==> src/hw/rtl/assert_macros.svh <==
// Assertion helpers shared by the RTL that checks its own logic.
`ifndef ASSERT_MACROS_SVH
`define ASSERT_MACROS_SVH

// Same-cycle implication, off while reset is asserted.
`define SBM_ASSERT_IMPLY(label, clk, rst_n, ante, cons, msg) \
	label: assert property (@(posedge clk) disable iff (!(rst_n)) (ante) |-> (cons)) \
		else $error(msg);

// Next-cycle implication, off while reset is asserted.
`define SBM_ASSERT_NEXT(label, clk, rst_n, ante, cons, msg) \
	label: assert property (@(posedge clk) disable iff (!(rst_n)) (ante) |=> (cons)) \
		else $error(msg);

`endif

==> src/hw/rtl/sbm_pkg.sv <==
// ----------------------------------------------------------------------------
// sbm_pkg
// Widths, register codes, beat structs and bank helpers of the mapper.
// ----------------------------------------------------------------------------
`timescale 1ns / 1ps
`default_nettype none

package sbm_pkg;

	localparam int ADDR_W     = 16;
	localparam int DATA_W     = 8;
	localparam int COUNT_W    = 7;
	localparam int REG_W      = 5;
	localparam int CHR_W      = 5;
	localparam int PRG_W      = 6;
	localparam int MIR_W      = 2;
	localparam int SHIFT_W    = 3;
	localparam int CFG_IDX_W  = 1;
	localparam int CFG_DATA_W = 7;

	// five serial bits load one register
	localparam logic [SHIFT_W-1:0] SHIFT_LEN       = 3'd5;
	localparam logic [REG_W-1:0]   CTRL_RESET      = 5'h0C;
	localparam logic [REG_W-1:0]   CTRL_FORCE_BITS = 5'h0C;
	localparam logic [COUNT_W-1:0] PRG_COUNT_RESET = 7'd8;
	localparam logic [COUNT_W-1:0] LARGE_MIN       = 7'd32;
	localparam logic [PRG_W-1:0]   LARGE_FIXED_HI  = 6'd15;

	// configuration register indexes
	typedef enum logic [CFG_IDX_W-1:0] {
		CfgPrgBankCount = 1'b0,
		CfgChrIsRom     = 1'b1
	} cfg_reg_t;

	// register selected by address bits 14:13
	typedef enum logic [1:0] {
		RegControl = 2'd0,
		RegChr0    = 2'd1,
		RegChr1    = 2'd2,
		RegPrg     = 2'd3
	} mreg_t;

	typedef struct packed {
		mreg_t region;
		logic  reset_bit;
		logic  serial_bit;
	} item_t;

	typedef struct packed {
		logic [MIR_W-1:0] mirroring;
		logic [CHR_W-1:0] chr_low_bank;
		logic [CHR_W-1:0] chr_high_bank;
		logic [PRG_W-1:0] prg_low_bank;
		logic [PRG_W-1:0] prg_high_bank;
		logic [REG_W-1:0] control_value;
	} result_t;

	typedef struct packed {
		logic [SHIFT_W-1:0] shift_count;
	} status_t;

	function automatic logic [PRG_W-1:0] last_bank(input logic [COUNT_W-1:0] count);
		logic [COUNT_W-1:0] m;
		m = count - 7'd1;
		return m[PRG_W-1:0];
	endfunction

	function automatic logic [PRG_W-1:0] power_on_high(input logic [COUNT_W-1:0] count);
		return (count >= LARGE_MIN) ? LARGE_FIXED_HI : last_bank(count);
	endfunction

endpackage

`default_nettype wire

==> src/hw/rtl/sbm_if.sv <==
// ----------------------------------------------------------------------------
// sbm_if
// Valid/ready channels: CPU write beats in, bank mapping beats out.
// ----------------------------------------------------------------------------
`timescale 1ns / 1ps
`default_nettype none

interface sbm_wr_if;
	logic                        valid;
	logic                        ready;
	logic [sbm_pkg::ADDR_W-1:0]  cpu_address;
	logic [sbm_pkg::DATA_W-1:0]  write_data;

	modport source (output valid, output cpu_address, output write_data, input ready);
	modport sink   (input valid, input cpu_address, input write_data, output ready);
endinterface

interface sbm_map_if;
	logic                       valid;
	logic                       ready;
	logic [sbm_pkg::MIR_W-1:0]  mirroring;
	logic [sbm_pkg::CHR_W-1:0]  chr_low_bank;
	logic [sbm_pkg::CHR_W-1:0]  chr_high_bank;
	logic [sbm_pkg::PRG_W-1:0]  prg_low_bank;
	logic [sbm_pkg::PRG_W-1:0]  prg_high_bank;
	logic [sbm_pkg::REG_W-1:0]  control_value;

	modport source (output valid, output mirroring, output chr_low_bank, output chr_high_bank,
		output prg_low_bank, output prg_high_bank, output control_value, input ready);
	modport sink   (input valid, input mirroring, input chr_low_bank, input chr_high_bank,
		input prg_low_bank, input prg_high_bank, input control_value, output ready);
endinterface

`default_nettype wire

==> src/hw/rtl/sbm_regfile.sv <==
// ----------------------------------------------------------------------------
// sbm_regfile
// Serial shifter, four mapper registers and slot bank state with update.
// ----------------------------------------------------------------------------
`timescale 1ns / 1ps
`default_nettype none

module sbm_regfile (
	input  logic                             clk,
	input  logic                             arst_n,
	input  logic                             step,
	input  sbm_pkg::item_t                   item,
	input  logic [sbm_pkg::COUNT_W-1:0]      prg_bank_count,
	input  logic                             chr_is_rom,
	input  logic                             prg_reload,
	input  logic [sbm_pkg::COUNT_W-1:0]      reload_count,
	output sbm_pkg::result_t                 result_next,
	output sbm_pkg::status_t                 status
);
	import sbm_pkg::*;

	logic [SHIFT_W-1:0] shift_count_q, shift_count_n;
	logic [REG_W-1:0]   shift_buf_q, shift_buf_n;
	logic [REG_W-1:0]   regs_q [4];
	logic [REG_W-1:0]   regs_n [4];
	mreg_t              last_region_q;
	logic [MIR_W-1:0]   mirror_q, mirror_n;
	logic [CHR_W-1:0]   chr_lo_q, chr_lo_n, chr_hi_q, chr_hi_n;
	logic [PRG_W-1:0]   prg_lo_q, prg_lo_n, prg_hi_q, prg_hi_n;

	logic [SHIFT_W-1:0] cnt;
	logic [REG_W-1:0]   sbuf;
	logic [REG_W-1:0]   sh_val;
	logic [SHIFT_W-1:0] cnt_inc;
	logic [REG_W-1:0]   ctl, r1, r2, r3;
	logic               large_cart;
	logic               chr_act, upd_lo, upd_hi, prg_act;
	logic [PRG_W-1:0]   base;

	assign large_cart = prg_bank_count >= LARGE_MIN;

	// next state for one write beat
	always_comb begin
		cnt = (item.region != last_region_q) ? '0 : shift_count_q;
		sbuf = (item.region != last_region_q) ? '0 : shift_buf_q;
		sh_val = sbuf | ({{(REG_W-1){1'b0}}, item.serial_bit} << cnt);
		cnt_inc = cnt + 3'd1;
		shift_count_n = cnt;
		shift_buf_n = sbuf;
		for (int i = 0; i < 4; i++) begin
			regs_n[i] = regs_q[i];
		end
		mirror_n = mirror_q;
		chr_lo_n = chr_lo_q;
		chr_hi_n = chr_hi_q;
		prg_lo_n = prg_lo_q;
		prg_hi_n = prg_hi_q;
		ctl = '0;
		r1 = '0;
		r2 = '0;
		r3 = '0;
		chr_act = 1'b0;
		upd_lo = 1'b0;
		upd_hi = 1'b0;
		prg_act = 1'b0;
		base = '0;

		if (item.reset_bit) begin
			shift_count_n = '0;
			shift_buf_n = '0;
			regs_n[RegControl] = regs_q[RegControl] | CTRL_FORCE_BITS;
		end else if (cnt_inc != SHIFT_LEN) begin
			shift_count_n = cnt_inc;
			shift_buf_n = sh_val;
		end else begin
			// fifth bit: load the register and refresh its slots (all slots on large carts)
			shift_count_n = '0;
			shift_buf_n = '0;
			regs_n[item.region] = sh_val;
			if (item.region == RegControl) begin
				mirror_n = sh_val[MIR_W-1:0];
			end
			ctl = regs_n[RegControl];
			r1 = regs_n[RegChr0];
			r2 = regs_n[RegChr1];
			r3 = regs_n[RegPrg];

			if (large_cart) begin
				chr_act = 1'b1;
				upd_lo = 1'b1;
				upd_hi = 1'b1;
				prg_act = 1'b1;
			end else begin
				unique case (item.region)
					RegChr0: begin
						chr_act = 1'b1;
						upd_lo = 1'b1;
						upd_hi = chr_is_rom;
					end
					RegChr1: begin
						chr_act = 1'b1;
						upd_lo = chr_is_rom;
						upd_hi = 1'b1;
					end
					RegPrg: begin
						prg_act = 1'b1;
					end
					default: begin
						chr_act = 1'b0;
					end
				endcase
			end

			// character slots: 4K pair from registers one and two, 8K pair from register one
			if (chr_act) begin
				if (ctl[4]) begin
					if (upd_lo) chr_lo_n = r1;
					if (upd_hi) chr_hi_n = r2;
				end else if (chr_is_rom) begin
					chr_lo_n = {r1[4:1], 1'b0};
					chr_hi_n = {r1[4:1], 1'b1};
				end
			end

			// program slots; large carts add a 256K outer base
			if (prg_act) begin
				if (large_cart) begin
					base = {1'b0, r1[4], 4'b0000};
					if (!ctl[3]) begin
						prg_lo_n = {base[5:4], r3[3:1], 1'b0};
						prg_hi_n = {base[5:4], r3[3:1], 1'b1};
					end else if (ctl[2]) begin
						prg_lo_n = {base[5:4], r3[3:0]};
						prg_hi_n = base | LARGE_FIXED_HI;
					end else begin
						prg_lo_n = base;
						prg_hi_n = {base[5:4], r3[3:0]};
					end
				end else begin
					if (!ctl[3]) begin
						prg_lo_n = {1'b0, r3[4:1], 1'b0};
						prg_hi_n = {1'b0, r3[4:1], 1'b1};
					end else if (ctl[2]) begin
						prg_lo_n = {1'b0, r3};
						prg_hi_n = last_bank(prg_bank_count);
					end else begin
						prg_lo_n = '0;
						prg_hi_n = {1'b0, r3};
					end
				end
			end
		end
	end

	// hold state; advance on a beat, reload PRG slots on a size write
	always_ff @(posedge clk or negedge arst_n) begin
		if (!arst_n) begin
			shift_count_q <= '0;
			shift_buf_q <= '0;
			regs_q[RegControl] <= CTRL_RESET;
			regs_q[RegChr0] <= '0;
			regs_q[RegChr1] <= '0;
			regs_q[RegPrg] <= '0;
			last_region_q <= RegControl;
			mirror_q <= '0;
			chr_lo_q <= 5'd0;
			chr_hi_q <= 5'd1;
			prg_lo_q <= '0;
			prg_hi_q <= power_on_high(PRG_COUNT_RESET);
		end else if (prg_reload) begin
			prg_lo_q <= '0;
			prg_hi_q <= power_on_high(reload_count);
		end else if (step) begin
			shift_count_q <= shift_count_n;
			shift_buf_q <= shift_buf_n;
			for (int i = 0; i < 4; i++) begin
				regs_q[i] <= regs_n[i];
			end
			last_region_q <= item.region;
			mirror_q <= mirror_n;
			chr_lo_q <= chr_lo_n;
			chr_hi_q <= chr_hi_n;
			prg_lo_q <= prg_lo_n;
			prg_hi_q <= prg_hi_n;
		end
	end

	assign result_next.mirroring = mirror_n;
	assign result_next.chr_low_bank = chr_lo_n;
	assign result_next.chr_high_bank = chr_hi_n;
	assign result_next.prg_low_bank = prg_lo_n;
	assign result_next.prg_high_bank = prg_hi_n;
	assign result_next.control_value = regs_n[RegControl];
	assign status.shift_count = shift_count_q;

endmodule

`default_nettype wire

==> src/hw/rtl/serial_loaded_bank_mapper.sv <==
// ----------------------------------------------------------------------------
// serial_loaded_bank_mapper
// Serially loaded bank mapper: CPU write beats in, bank mapping beats out.
// ----------------------------------------------------------------------------
// Usage:
//   wr carries one CPU write to cartridge space per beat (cpu_address,
//   write_data). map returns one beat per write: mirroring, the two 4K
//   character banks, the two 16K program banks and the control register,
//   all as they stand after that write.
//   A wr beat is held in the input register, then passes through the register
//   update into the result register. Throughput is one beat per cycle while
//   the map channel is not stalled; the single update pass between input and
//   result registers sets that rate.
//   Both stages advance together; a stalled map beat holds the result
//   register and drops wr.ready until the receiver takes it.
//   cfg_we/cfg_index/cfg_data write prg_bank_count (index 0, also reloads the
//   power-on program mapping) and chr_is_rom (index 1); the user writes them
//   only while idle, the block does not enforce it. Reset gives control 0x0C,
//   character banks 0 and 1, program banks 0 and the last, no beat in flight.
// ----------------------------------------------------------------------------
`timescale 1ns / 1ps
`default_nettype none
`include "assert_macros.svh"

module serial_loaded_bank_mapper (
	input  logic                              clk,
	input  logic                              arst_n,
	sbm_wr_if.sink                            wr,
	sbm_map_if.source                         map,
	input  logic                              cfg_we,
	input  logic [sbm_pkg::CFG_IDX_W-1:0]     cfg_index,
	input  logic [sbm_pkg::CFG_DATA_W-1:0]    cfg_data
);
	import sbm_pkg::*;

	logic [COUNT_W-1:0] prg_bank_count_q;
	logic               chr_is_rom_q;
	logic               prg_reload;
	logic               advance;
	logic               valid_s1;
	item_t              item_s1;
	logic               out_valid_q;
	result_t            result_q;
	result_t            result_next;
	status_t            status;
	logic               step;

	// both stages move when the result register is free or being taken
	assign advance = !out_valid_q || map.ready;
	assign wr.ready = advance;
	assign step = advance && valid_s1;
	assign prg_reload = cfg_we && (cfg_reg_t'(cfg_index) == CfgPrgBankCount);

	// configuration registers
	always_ff @(posedge clk or negedge arst_n) begin
		if (!arst_n) begin
			prg_bank_count_q <= PRG_COUNT_RESET;
			chr_is_rom_q <= 1'b1;
		end else if (cfg_we) begin
			unique case (cfg_reg_t'(cfg_index))
				CfgPrgBankCount: prg_bank_count_q <= cfg_data[COUNT_W-1:0];
				CfgChrIsRom:     chr_is_rom_q <= cfg_data[0];
				default:         chr_is_rom_q <= chr_is_rom_q;
			endcase
		end
	end

	// input stage: keep only region, reset bit and serial bit
	always_ff @(posedge clk or negedge arst_n) begin
		if (!arst_n) begin
			valid_s1 <= 1'b0;
		end else if (advance) begin
			valid_s1 <= wr.valid;
		end
	end

	always_ff @(posedge clk) begin
		if (advance && wr.valid) begin
			item_s1.region <= mreg_t'(wr.cpu_address[14:13]);
			item_s1.reset_bit <= wr.write_data[7];
			item_s1.serial_bit <= wr.write_data[0];
		end
	end

	sbm_regfile u_regfile (
		.clk            (clk),
		.arst_n         (arst_n),
		.step           (step),
		.item           (item_s1),
		.prg_bank_count (prg_bank_count_q),
		.chr_is_rom     (chr_is_rom_q),
		.prg_reload     (prg_reload),
		.reload_count   (cfg_data[COUNT_W-1:0]),
		.result_next    (result_next),
		.status         (status)
	);

	// result register
	always_ff @(posedge clk or negedge arst_n) begin
		if (!arst_n) begin
			out_valid_q <= 1'b0;
		end else if (advance) begin
			out_valid_q <= valid_s1;
		end
	end

	always_ff @(posedge clk) begin
		if (step) begin
			result_q <= result_next;
		end
	end

	assign map.valid = out_valid_q;
	assign map.mirroring = result_q.mirroring;
	assign map.chr_low_bank = result_q.chr_low_bank;
	assign map.chr_high_bank = result_q.chr_high_bank;
	assign map.prg_low_bank = result_q.prg_low_bank;
	assign map.prg_high_bank = result_q.prg_high_bank;
	assign map.control_value = result_q.control_value;

	// checks
	`SBM_ASSERT_IMPLY(a_shift_bound, clk, arst_n, 1'b1, status.shift_count < SHIFT_LEN, "shift count reached register length")
	`SBM_ASSERT_IMPLY(a_stall_blocks, clk, arst_n, map.valid && !map.ready, !wr.ready, "write taken while result stalled")
	`SBM_ASSERT_NEXT(a_reset_forces, clk, arst_n, step && item_s1.reset_bit, result_q.control_value[3:2] == 2'b11, "reset beat did not force control bits")

endmodule

`default_nettype wire

==> src/flat_wrapper.sv <==
// flat-port wrapper written by rule: the top's interface ports become plain ports
module serial_loaded_bank_mapper_flat import sbm_pkg::*;
  (clk, arst_n, cfg_we, cfg_index, cfg_data, wr_valid, wr_cpu_address, wr_write_data, wr_ready, map_valid, map_mirroring, map_chr_low_bank, map_chr_high_bank, map_prg_low_bank, map_prg_high_bank, map_control_value, map_ready);
  sbm_wr_if wr_i ();
  sbm_map_if map_i ();
  input  logic clk;
  input  logic arst_n;
  input  logic cfg_we;
  input  logic [sbm_pkg::CFG_IDX_W-1:0] cfg_index;
  input  logic [sbm_pkg::CFG_DATA_W-1:0] cfg_data;
  input wire logic [$bits(wr_i.valid)-1:0] wr_valid;
  input wire logic [$bits(wr_i.cpu_address)-1:0] wr_cpu_address;
  input wire logic [$bits(wr_i.write_data)-1:0] wr_write_data;
  output wire logic [$bits(wr_i.ready)-1:0] wr_ready;
  output wire logic [$bits(map_i.valid)-1:0] map_valid;
  output wire logic [$bits(map_i.mirroring)-1:0] map_mirroring;
  output wire logic [$bits(map_i.chr_low_bank)-1:0] map_chr_low_bank;
  output wire logic [$bits(map_i.chr_high_bank)-1:0] map_chr_high_bank;
  output wire logic [$bits(map_i.prg_low_bank)-1:0] map_prg_low_bank;
  output wire logic [$bits(map_i.prg_high_bank)-1:0] map_prg_high_bank;
  output wire logic [$bits(map_i.control_value)-1:0] map_control_value;
  input wire logic [$bits(map_i.ready)-1:0] map_ready;
  assign wr_i.valid = wr_valid;
  assign wr_i.cpu_address = wr_cpu_address;
  assign wr_i.write_data = wr_write_data;
  assign wr_ready = wr_i.ready;
  assign map_valid = map_i.valid;
  assign map_mirroring = map_i.mirroring;
  assign map_chr_low_bank = map_i.chr_low_bank;
  assign map_chr_high_bank = map_i.chr_high_bank;
  assign map_prg_low_bank = map_i.prg_low_bank;
  assign map_prg_high_bank = map_i.prg_high_bank;
  assign map_control_value = map_i.control_value;
  assign map_i.ready = map_ready;
  serial_loaded_bank_mapper u_core (.clk(clk), .arst_n(arst_n), .wr(wr_i), .map(map_i), .cfg_we(cfg_we), .cfg_index(cfg_index), .cfg_data(cfg_data));
endmodule
==> config.mk <==
export PLATFORM = sky130hd
export DESIGN_NAME = serial_loaded_bank_mapper_flat
export DESIGN_NICKNAME = d
export VERILOG_FILES = /design/src/hw/rtl/sbm_pkg.sv /design/src/hw/rtl/sbm_if.sv /design/src/hw/rtl/sbm_regfile.sv /design/src/hw/rtl/serial_loaded_bank_mapper.sv /design/src/flat_wrapper.sv
export VERILOG_INCLUDE_DIRS = /design/src /design/src/hw/rtl
export SDC_FILE = /design/constraint.sdc
export NUM_CORES = 1
export LEC_CHECK = 0
export BUFFER_PORTS_ARGS = -buffer_cell sky130_fd_sc_hd__buf_2
export CORE_ASPECT_RATIO = 0.75
export CORE_UTILIZATION = 25
export DETAILED_ROUTE_END_ITERATION = 10
export PLACE_DENSITY = 0.47
export SETUP_SLACK_MARGIN = 0.1
export SYNTH_ARGS = -nofsm -noshare
export SYNTH_HDL_FRONTEND = slang
export SYNTH_SLANG_ARGS = --single-unit
==> constraint.sdc <==
create_clock -name clk -period 6.2 [get_ports clk]
set_input_delay 1.55 -clock clk [delete_from_list [all_inputs] [get_ports clk]]
set_output_delay 1.55 -clock clk [all_outputs]
set_load 0.05 [all_outputs]
==> summary.txt <==
Outcome
  – Status: completed

Routing
  – DR vias: about 3,600
  – Via-to-Cell Ratio: ~4.6
  – Pre-Repair DR Iteration Count: 4
  – DRC: 0
  – Total wire length: 12,190 um
  – DR WL/cell: 15.78 um
  – Iteration-0 DRC Markers: 197
  – Antenna Nets Post-Route: 0

Power
  – Register share of total power: 0.476
  – Cell internal pwr: 1.087 mW
  – Combinational share of power: 0.189
  – Switching Fraction: 0.3131
  – Power density cells: 276.8 nW/um^2
  – Clock share of power: 0.335
  – Static leakage: about 2.4 nW
  – Max VDD drop: slightly above 0.1 mV
  – Psw: 0.4956 mW

STA
  – Worst rel slew slack: 0.3948
  – Slew Limit Fails: 0
  – Fin. Hold Viols: 0
  – Clock skew: 0.008996 ns
  – Final WS setup: about 2.5 ns
  – Slew of the pin with the lowest slew margin: about 0.90 ns
  – Fin crit share: 0.5954
  – Final setup violation count: 0
  – Final setup TNS: 0 ns
  – Unrepaired setup endpoints after global routing: false
  – Fin crit period: between 3 and 4 ns
  – F_max: 270.9 MHz

Floorplanning
  – Die X: roughly 160 um
  – DIE AREA: ~20,000 um^2
  – Die H: roughly 120 um
  – Core Rows: between 40 and 50
  – Io pins: 68
  – Starting Density: 0.2546
  – Core Region: 19,320 um^2

GRT
  – Initial antenna violation count: 0
  – Gr ovfl total: 0
  – Number of global-route vias before repair: approximately 3,300
  – Largest net degree at the start of global routing: 65
  – Total Routing Usage GR: 0.1268
  – First-pass GRT wire length: 18,930 um

Setup path
  – Type of origin of the critical path: input port
  – CP required: 4.65 ns
  – Worst Reg-to-Reg Cells: 9
  – Worst Setup End Kind: primary output
  – Crit path kind: input port to primary output
  – WP data arrival: between 2 and 2.5 ns
  – Reg-to-reg setup timing slack: a little under 3 ns
  – CP max FO: 6

Clock network
  – H-tree levels: 3
  – Clock Latency Late Sink: 0.35 ns
  – Clk root buf: clkbuf_16
  – Clock Sink Count: 97
  – CTS-repair resized insts: 0
  – Longest Clk Path Bufs: 2
  – TritonCTS Buffers: 9
  – Clk slew on worst S/H paths: ~0.070 ns
  – CTS tree: yes
  – Hold buffers post-CTS: 0
  – Setup Fix Bufs, Post-CTS: 0

Synthesis
  – Netlist cell types: 59
  – Post-Syn Nets: just over 500
  – Yosys Warn Count: 0
  – Top cells by area, synth: dfrtp_1 (28%), edfxtp_1 (20%), nand2_1 (5.8%), dfstp_2 (4.3%), a21oi_1 (4.1%)
  – Gate Count Post-Synth: ~470
  – Post-synth top area cell: dfrtp_1
  – Synthesized area per cell: approximately 10 um^2
  – Synth top area share: 0.2848
  – Top-count cell post-synth: nand2_1
  – Ys async rst share: 0.6598
  – #FFs+latches synth: a little under 100
  – Number of flops mapped to enable cells by yosys: 33
  – Post-synth top cells: nand2_1 (76), dfrtp_1 (56), a21oi_1 (40), nor2_1 (36), edfxtp_1 (33)
  – Main synth FF type: dfrtp_1
  – Sequential fraction of the synthesis area: 0.5290
  – Cell Area, Synth: around 5000 um^2

Finish
  – Fraction of layout cells with a size suffix above 1: 0.2158
  – Util after Layout: 0.2960
  – P&R area growth vs syn: 16.25%
  – Ant diodes: 0
  – Layout net count: 560

Run
  – Max cap viols: 0

Placement
  – Pre-CTS setup slack: approximately 2.5 ns
  – IO buf count: 47
  – GP Congestion: ~0.78
  – DPL Wire Length: 8597 um

Min path
  – WHS Path Cells: 1
  – Hold Crit Class: flip-flop to flip-flop
[worst paths after layout]
check | start | end
setup / recovery | map_ready | wr_ready
hold / removal | u_core.u_regfile.chr_lo_q[3] | u_core.u_regfile.chr_lo_q[3]
setup reg to reg | u_core.item_s1[2] | u_core.u_regfile.chr_lo_q[3]
min in group asynchronous | arst_n | u_core.u_regfile.prg_lo_q[5]
max in group asynchronous | arst_n | u_core.u_regfile.shift_buf_q[2]
hold reg to reg | u_core.u_regfile.chr_lo_q[3] | u_core.u_regfile.chr_lo_q[3]
[logic make-up after synthesis]
| group | share of synthesized area |
|---|---|
| AOI/OAI and AO/OA | 0.1396 |
| xor gates and xnor gates | 0.01730 |
| adders and majority gates | 0.02289 |
| buffers and inverters | 0.03611 |
| DFF | 0.5290 |
| muxes | 0.09817 |
| and+or+nand+nor | 0.1569 |
[power groups by stage]
stage | registers [mW] | logic, mW | clock network (mW)
2_1_floorplan | 0.807 | 0.168 | 0
3_3_place_gp | 0.764 | 0.295 | 0
3_5_place_dp | 0.766 | 0.299 | 0
4_1_cts | 0.753 | 0.301 | 0.555
5_1_grt | 0.759 | 0.326 | 0.579
6_report | 0.753 | 0.299 | 0.531
[registers in the layout, summed over array words and instances (netlist names)]
name,flops
u_core.u_regfile.shift_buf_q,5
u_core.map.prg_high_bank,6
u_core.u_regfile.chr_hi_q,5
u_core.u_regfile.chr_lo_q,5
u_core.map.mirroring,2
u_core.item_s1,4
u_core.u_regfile.prg_lo_q,6
u_core.u_regfile.last_region_q,2
u_core.map.prg_low_bank,6
u_core.valid_s1,1
u_core.chr_is_rom_q,1
u_core.prg_bank_count_q,7
u_core.map.chr_high_bank,5
u_core.u_regfile.prg_hi_q,6
u_core.map.chr_low_bank,5
u_core.map.control_value,5
u_core.map.valid,1
u_core.u_regfile.regs_q,20
u_core.u_regfile.status,3
u_core.u_regfile.mirror_q,2
[cell type report]
| class | instances | area, um^2 |
|---|---|---|
| Clock buffer | 10 | 239.0 |
| Clock inverter | 6 | 41.29 |
| Fill cell | 1978 | 13600 |
| Inverter | 20 | 75.07 |
| Multi-Input combinational cell | 331 | 2150 |
| Sequential cell | 97 | 2603 |
| Tap cell | 253 | 316.6 |
| Timing Repair Buffer | 55 | 295.3 |
[worst max-delay path, stage by stage]
cell and delay (ns):
buf_2 0.07, nand2b_1 0.21, buf_2 0.31
[placed cells by master (no fill, tap or decap), types with 10 or more instances in the layout]
cell,n
nor2_1,36
o22ai_1,10
dfrtp_1,56
inv_1,20
mux2_2,15
mux2_1,10
a21oi_1,40
mux2i_1,15
nand2_1,76
o21ai_0,16
buf_2,47
edfxtp_1,33
[metal layers]
layer | track usage | wire length (um) | up-vias | share of wire
met1 | 0.1862 | 6285 | 1734 | 0.52
met5 | 0 | 0 | - | 0
met3 | 0.03858 | 575 | 10 | 0.047
li1 | - | - | 1744 | -
met2 | 0.1785 | 5213 | 79 | 0.43
met4 | 0.03183 | 112 | 0 | 0.0092
[per-stage QoR]
step	area (um^2)	hold WS [ns]	cells	total power, mW
after floorplan	4920	0.4503	472	0.9749
after global placement	5439	0.4613	756	1.059
after detailed placement	5439	0.4744	756	1.064
after CTS	5719	0.4906	772	1.609
after global routing	5719	0.5004	772	1.664
final	5719	0.4884	772	1.583
Note: power is estimated with default switching activity, not from simulation.
